## src/rtl/dmm_pkg.sv

```systemverilog
// shared types, codes and constants for the dense matrix multiply block
package dmm_pkg;

    localparam int MAX_DIM_DEFAULT       = 32;
    localparam int ELEMENT_WIDTH_DEFAULT = 16;

    localparam int OP_W      = 2;
    localparam int IDX_W     = 5;
    localparam int VALUE_W   = 16;
    localparam int PRODUCT_W = 37;
    localparam int DIM_W     = 6;

    localparam logic [DIM_W-1:0] DIM_RESET = 6'd32;

    localparam logic [OP_W-1:0] OP_LOAD_A = 2'd0;
    localparam logic [OP_W-1:0] OP_LOAD_B = 2'd1;
    localparam logic [OP_W-1:0] OP_QUERY  = 2'd2;

    typedef struct packed {
        logic [OP_W-1:0]           operation;
        logic [IDX_W-1:0]          row;
        logic [IDX_W-1:0]          col;
        logic signed [VALUE_W-1:0] value;
    } item_t;

    typedef struct packed {
        logic signed [PRODUCT_W-1:0] product_value;
        logic [IDX_W-1:0]            out_row;
        logic [IDX_W-1:0]            out_col;
    } result_t;

    // controller to datapath
    typedef struct packed {
        logic wr_a;
        logic wr_b;
        logic start;
        logic issue;
        logic load_out;
    } dmm_cmd_t;

    // datapath to controller
    typedef struct packed {
        logic k_done;
        logic pipe_busy;
    } dmm_status_t;

endpackage

```

## src/rtl/dmm_controller.sv

```systemverilog
// sequencing state machine and handshake control
module dmm_controller (
    input  logic                        clk,
    input  logic                        rst_n,
    input  logic                        item_valid,
    output logic                        item_ready,
    input  logic [dmm_pkg::OP_W-1:0]    operation,
    output logic                        result_valid,
    input  logic                        result_ready,
    input  dmm_pkg::dmm_status_t        status,
    output dmm_pkg::dmm_cmd_t           cmd
);
    import dmm_pkg::*;

    localparam logic [1:0] ST_IDLE  = 2'd0;
    localparam logic [1:0] ST_RUN   = 2'd1;
    localparam logic [1:0] ST_DRAIN = 2'd2;

    logic [1:0] state_reg, state_next;
    logic       out_valid_reg, out_valid_next;
    logic       accept;
    logic       slot_free;

    assign item_ready = (state_reg == ST_IDLE);
    assign accept     = item_valid && item_ready;
    assign slot_free  = !out_valid_reg || result_ready;

    always_comb
    begin
        state_next   = state_reg;
        cmd.wr_a     = accept && (operation == OP_LOAD_A);
        cmd.wr_b     = accept && (operation == OP_LOAD_B);
        cmd.start    = accept && (operation == OP_QUERY);
        cmd.issue    = 1'b0;
        cmd.load_out = 1'b0;
        unique case (state_reg)
            ST_IDLE:
            begin
                if (cmd.start)
                begin
                    state_next = ST_RUN;
                end
            end
            ST_RUN:
            begin
                if (status.k_done)
                begin
                    state_next = ST_DRAIN;
                end
                else
                begin
                    cmd.issue = 1'b1;
                end
            end
            ST_DRAIN:
            begin
                // wait for the last product to land and the result slot to clear
                if (!status.pipe_busy && slot_free)
                begin
                    cmd.load_out = 1'b1;
                    state_next   = ST_IDLE;
                end
            end
            default:
            begin
                state_next = ST_IDLE;
            end
        endcase
    end

    assign out_valid_next = cmd.load_out || (out_valid_reg && !result_ready);

    always_ff @(posedge clk or negedge rst_n)
    begin
        if (!rst_n)
        begin
            state_reg     <= ST_IDLE;
            out_valid_reg <= 1'b0;
        end
        else
        begin
            state_reg     <= state_next;
            out_valid_reg <= out_valid_next;
        end
    end

    assign result_valid = out_valid_reg;

endmodule

```

## config.mk

```make
export PLATFORM = sky130hd
export DESIGN_NAME = dmm_controller
export DESIGN_NICKNAME = d
export VERILOG_FILES = /design/src/rtl/dmm_pkg.sv /design/src/rtl/dmm_controller.sv
export SDC_FILE = /design/constraint.sdc
export NUM_CORES = 1
export LEC_CHECK = 0
export BUFFER_PORTS_ARGS = -buffer_cell sky130_fd_sc_hd__buf_2
export CAP_MARGIN = 20
export CORE_AREA = 2 2 39 41
export DETAILED_ROUTE_END_ITERATION = 8
export DIE_AREA = 0 0 41 43
export HOLD_SLACK_MARGIN = 0.15
export PLACE_DENSITY = 0.45
export SETUP_SLACK_MARGIN = 0.02
export SYNTH_ARGS = -nofsm -noshare
export SYNTH_HDL_FRONTEND = slang
export SYNTH_SLANG_ARGS = --single-unit
```

## constraint.sdc

```tcl
create_clock -name clk -period 2.01 [get_ports clk]
set_clock_uncertainty 0.1 [all_clocks]
set_input_delay 0.1005 -clock clk [delete_from_list [all_inputs] [get_ports clk]]
set_output_delay 0.1005 -clock clk [all_outputs]
set_load 0.005 [all_outputs]
```

==> results.ini, run 1 <==
[status]
status = finished, final reports clean

[floorplan]
chipHeight_um = 43
die_x_um = 41
die_area_um2 = 1760
ioPinCount = 15
initial_utilization_pct = 13.7
row_cnt = 14
placeableCoreArea_um2 = 1380

[timing]
finalWorstPathRequiredPeriod_ns = 1.58
tns_ns = 0
final_worst_slack_ns = 0.428
timing_worst_slew_pin_value_ns = 0.213
timing.max_slew.rel_slack_pct = 85.8
timing_hold_violations_final = 0
final_max_slew_viol_count = 0
rsz0062_at_grt = no
min_period_over_period_pct = 78.7
max_freq_mhz = 632
finalSetupViolations = 0

[setup_path]
timing.critical_path.slowest_stage_cell = dlygate4sd3_1
cp.required_ns = 2.07
cp_arrival_ns = 1.65
critical_setup_path_class = in2reg
cp_common_cell = dlygate4sd3_1
reg2reg_slack_ns = 0.55
timing.critical_path.cells = dlygate4sd3_1 > buf_2 > nor2b_1 > o21ai_1 > dlygate4sd3_1 > nand2_1
critical_path.max_fanout = 3
timing.rr.start = state_reg[1]
startpoint = result_ready
crit-reg2reg-capture = state_reg[1]
cpPeakStageDelay_ns = 0.55
critPathCaptureType = register
worst_setup_path_start_kind = primary input
worstSetupEndpoint = state_reg[1]
ff2ff_path_depth = 4

[global_routing]
grt_usage_pct = 6.84
grt_first_pass_wirelength_um = 807
antenna_found_initial = 0
grt_pass1_vias = 220
grt_overflow = 0
grt_start_max_net_pins = 7

[placement]
weighted_congestion_reported_at_the_end_of_routability_driven_placement = 0.598
dpl_hpwl_um = 344
placement.io_buffers = 14
pre_cts_slack_ns = 0.928

[synth]
yosys_register_bits = 3
ys_types = 13
synth.largest_area_cell = dfrtp_1
synth.yosys.warnings = 0
synth_fp_nets = 28
avgSynthCellArea_um2 = 9.45
netlist_area_um2 = 189
synthTopCellsByArea = dfrtp_1, nand2b_1, nand3b_1
synthesis.instances = 20
yosysTopAreaCellShare_pct = 39.7
seq_area_frac_synth_pct = 39.7

[finish]
area_added_between_synthesis_and_finish_pct = 98.7
layout-drive-gt1-share_pct = 44.4
antenna_cells_inserted = 0
fill_cells = 148
largest_register_ff_count = 2
layout.nets = 54

[detailed_routing]
drt_first_pass_iters = 4
route.detailed.drc = 0
route.detailed.vias_per_inst = 4.10
dr.first_iter.drc_count = 9
route.final.wire_length_um = 526
routed-via-count = 250
route.detailed.wl_per_inst_um = 8.62
drtAntennaViolNets = 0

[power]
power-per-cell-area_nw_per_um2 = 634
fin_total_pwr_uw = 238
ir_worst_vdd_mv = 0.542
static-leakage-power_nw = 0.200

[clock_network]
cts_repair_resize_count = 0
ctsHtreeMaxLevel = 1
cts_made_buffers = 3
cts_tree = done
cts-root-buf = clkbuf_4
later_pin_clock_latency_in_the_skew_report_ns = 0.23
clock_tree_buffer_depth = 2
numClockSinks = 3
clkTransAtPathRegs_ns = 0.03

[worst_hold_path]
min_path_type = in2out

[run]
max-cap-violations = 0

Yosys cell counts (all sizes together):
library cell / count
and4b: 1
nor2: 2
a21oi: 1
nand2b: 3
and3: 1
dfrtp: 3
and3b: 1
nor2b: 3
nor3b: 1
o21ai: 1
nand3b: 2
nand2: 1
worst max-delay path: cells and delay by family:
kind                   cells  cell delay, ns
AOI/OAI and AO/OA          1            0.07
and+or+nand+nor            2            0.26
buffers and inverters      3            1.20
layer usage:
layer	global-route usage (%)	wire, um	share of wire [%]	up-vias
li1	-	-	-	119
met4	2.00	0	0	0
met1	8.41	235	45	109
met2	9.38	213	40	22
met5	0	0	0	-
met3	4.71	77	15	0
power breakdown:
part / switching (mW) / internal [mW] / total (mW)
registers: 0.00782 / 0.0677 / 0.0755
logic: 0.0220 / 0.0363 / 0.0583
clock network: 0.0298 / 0.0743 / 0.104
total: 0.0596 / 0.178 / 0.238
kinds of logic (layout without fill, tap and decap cells):
logic type / count (synthesis) / after routing / synth area share, %
AOI/OAI and AO/OA: 2 / 2 / 5.29
buffers and inverters: 0 / 25 / 0
DFF: 3 / 3 / 39.7
and+or+nand+nor: 15 / 15 / 55.0
per-stage QoR:
step	utilization, %	instances	hold WS (ns)	cell area [um^2]
after floorplan	-	20	-0.295	189
final	27.1	61	0.439	375
after CTS	27.1	61	0.443	375
after global routing	27.1	61	0.488	375
after global placement	20.2	50	-0.200	279
after detailed placement	20.2	50	-0.201	279
how the worst min path moves through the flow:
| stage | cells past startpoint | slack [ns] | end | startpoint |
|---|---|---|---|---|
| global route | 3 | 0.49 | cmd[3] | item_valid |
| global placement | 1 | -0.20 | result_valid | rst_n |
| CTS | 3 | 0.44 | cmd[2] | operation[1] |
| floorplan | 0 | -0.30 | result_valid | rst_n |
| detailed placement | 1 | -0.20 | result_valid | rst_n |
| finish | 3 | 0.44 | cmd[2] | operation[1] |
layout make-up:
type                    instances  area, um^2  area share [%]
well taps                      16        20.0            5.33
repair buffers                 21         140            37.3
flip-flops and latches          3        75.1            20.0
multi-input cells              17         114            30.3
clock buffers                   4        26.3            7.00
layout by cell type, fill, tap and decap left out:
cell           synthesis  layout
a21oi_1                1       1
and3_1                 1       1
and3b_1                1       1
and4b_1                1       1
buf_2                  0      14
clkbuf_1               0       1
clkbuf_4               0       3
dfrtp_1                3       3
dlygate4sd3_1          0       7
nand2_1                1       1
nand2b_1               3       3
nand3b_1               2       2
nor2_2                 2       2
nor2b_1                2       2
nor2b_2                1       1
nor3b_1                1       1
o21ai_1                1       1
timing repair:
| item | CTS | global route |
|---|---|---|
| hold buffers | 7 | 0 |
| buffers inserted | 0 | 0 |
| hold endpoints to repair | 6 | 0 |
| endpoints found under the setup margin | 0 | 0 |
(Power assumes the default switching activity.)
==> run 2, diff against run 1 <==
==> constraint.sdc (replaced) <==
create_clock -name clk -period 1.5 [get_ports clk]
set_clock_uncertainty 0.1 [all_clocks]
set_input_delay 0.075 -clock clk [delete_from_list [all_inputs] [get_ports clk]]
set_output_delay 0.075 -clock clk [all_outputs]
set_load 0.005 [all_outputs]
==> run 2 against run 1 <==
Effect of this change:
- register-to-register slack lost 0.02 ns
- utilization stayed put
- via count fell by 4.8%
- clock power is 33% higher
- worst setup slack lost 0.29 ns
- wire length increased by 1.3%
- power is 32% higher
- hold slack got worse by 0.26 ns
- final cell count unchanged
- sequential share of layout area is the same
- first-iteration DRC count rose by 33%
- largest power group unchanged
==> results.ini, run 2 (same netlist as run 1, synthesis figures left out) <==
[floorplan]
die_x_um = 41  ; unchanged
chipHeight_um = 43  ; unchanged
ioPinCount = 15  ; unchanged
placeableCoreArea_um2 = 1380  ; unchanged
row_cnt = 14  ; unchanged
initial_utilization_pct = 13.7  ; unchanged
die_area_um2 = 1760  ; unchanged

[global_routing]
grt_first_pass_wirelength_um = 834  ; +3.3%
grt_start_max_net_pins = 7  ; unchanged
grt_overflow = 0  ; unchanged
antenna_found_initial = 0  ; unchanged
grt_pass1_vias = 239  ; +8.6%
grt_usage_pct = 7.04  ; +0.19 points

[power]
swShare_pct = 24.9  ; -0.21 points
clkPwrFrac_pct = 43.9  ; +0.2 points
combPwrFrac_pct = 24.1  ; -0.4 points
power_report.internal_total_uw = 237  ; +33%
net-switching-power_uw = 78.3  ; +31%
power-per-cell-area_nw_per_um2 = 839  ; +32%
static-leakage-power_nw = 0.200  ; +0.29%
power.share.sequential_pct = 32.0  ; +0.2 points
ir_worst_vdd_mv = 0.598  ; +10%

[finish]
largest_register_ff_count = 2  ; unchanged
final_cell_mix = buf_2, dlygate4sd3_1, nand2b_1, clkbuf_4, dfrtp_1
area_added_between_synthesis_and_finish_pct = 98.7  ; unchanged
postLayoutCoreUtil_pct = 27.1  ; unchanged
mostFrequentLayoutCell = buf_2
non_filler_instance_count_after_layout = 61  ; unchanged
antenna_cells_inserted = 0  ; unchanged
layout-drive-gt1-share_pct = 44.4  ; unchanged
layout.nets = 54  ; unchanged

[timing]
final_max_slew_viol_count = 0  ; unchanged
timing.max_slew.rel_slack_pct = 86.2  ; +0.41 points
tns_ns = 0  ; unchanged
timing_worst_slew_pin_value_ns = 0.207  ; -0.00620 ns
max_freq_mhz = 733
finalSetupViolations = 0  ; unchanged
min_period_over_period_pct = 91.0
timing_hold_violations_final = 0  ; unchanged
rsz0062_at_grt = no
finalWorstPathRequiredPeriod_ns = 1.36
hold_slack_ns = 0.177  ; -0.262 ns
final_worst_slack_ns = 0.135  ; -0.293 ns

[detailed_routing]
route.detailed.drc = 0  ; unchanged
route.detailed.vias_per_inst = 3.90  ; -4.8%
route.final.wire_length_um = 533  ; +1.3%
routed-via-count = 238  ; -4.8%
drtAntennaViolNets = 0  ; unchanged
drt_first_pass_iters = 4  ; unchanged
route.detailed.wl_per_inst_um = 8.74  ; +1.3%
dr.first_iter.drc_count = 12  ; +3

[clock_network]
cts_made_buffers = 3  ; unchanged
clkTransAtPathRegs_ns = 0.04  ; about the same
later_pin_clock_latency_in_the_skew_report_ns = 0.23  ; about the same
cts_tree = done
cts-root-buf = clkbuf_4
cts_post_setup_buffers_inserted = 0  ; unchanged
numClockSinks = 3  ; unchanged
clock_tree_buffer_depth = 2  ; unchanged
ctsHtreeMaxLevel = 1  ; unchanged
cts_repair_resize_count = 0  ; unchanged

[setup_path]
cpPeakStageDelay_ns = 0.53  ; -0.02 ns
cp_common_cell = buf_2
timing.critical_path.slowest_stage_cell = dlygate4sd3_1
worst_setup_path_start_kind = primary input
reg2reg_slack_ns = 0.53  ; -0.02 ns
critPathCaptureType = output port
timing.critical_path.cells = dlygate4sd3_1 > buf_2 > nor2b_1 > and3b_1 > buf_2
critical_path.max_fanout = 3  ; unchanged
cp.required_ns = 1.32  ; -0.75 ns
cp_arrival_ns = 1.19  ; -0.46 ns
critical_setup_path_class = in2out
ff2ff_path_depth = 3  ; -1

[worst_hold_path]
hold-path-cell-count = 4  ; +1
min_path_type = in2reg

[placement]
pre_cts_slack_ns = 0.443  ; -0.485 ns
dpl_hpwl_um = 344  ; +0.12%
weighted_congestion_reported_at_the_end_of_routability_driven_placement = 0.599  ; +0.13%
placement.io_buffers = 14  ; unchanged
place_inst = 50  ; unchanged

[run]
max-cap-violations = 0  ; unchanged

[status]
status = finished, final reports clean

run 2: final timing paths:
| check | endpoint | from |
|---|---|---|
| max in group asynchronous | result_valid | rst_n |
| worst max-delay path | cmd[4] | operation[0] |
| min in group asynchronous | state_reg[0] | rst_n |
| worst min register to register | state_reg[0] | state_reg[1] |
| worst max register to register | result_valid | state_reg[1] |
| worst min-delay path | state_reg[0] | item_valid |
run 2: cell type report:
type / instances / area [um^2]
Clock buffer: 4 / 26.3
Sequential cell: 3 / 75.1
Timing Repair Buffer: 21 / 140
Fill cell: 145 / 1010
Multi-Input combinational cell: 17 / 114
Tap cell: 16 / 20.0
run 2: per-layer routing:
| layer | track usage, % | vias up | wire, um |
|---|---|---|---|
| met5 | 0 | - | 0 |
| met4 | 2.00 | 0 | 0 |
| met3 | 4.71 | 0 | 54 |
| met2 | 10.3 | 15 | 222 |
| met1 | 8.06 | 103 | 256 |
| li1 | - | 120 | - |
run 2: repair_timing:
item                       in CTS  in global routing
setup endpoints to repair       0                  0
hold endpoints to repair        6                  0
hold buffers                    7                  0
run 2: worst max-delay path, delay by kind of cell:
kind / cells / cell delay (ns)
buffers and inverters: 3 / 0.76
and+or+nand+nor: 2 / 0.35
run 2: power by group through the flow:
stage	Clock [mW]	Sequential [mW]	Combinational, mW
2_1_floorplan	0	0.100	0.0315
3_3_place_gp	0	0.102	0.0631
3_5_place_dp	0	0.102	0.0625
4_1_cts	0.143	0.101	0.0764
5_1_grt	0.151	0.103	0.0868
6_report	0.138	0.101	0.0758
run 2: stage by stage:
step           total power, mW  area [um^2]
2_1_floorplan            0.132          189
3_3_place_gp             0.165          279
3_5_place_dp             0.164          279
4_1_cts                  0.320          375
5_1_grt                  0.341          375
6_report                 0.315          375
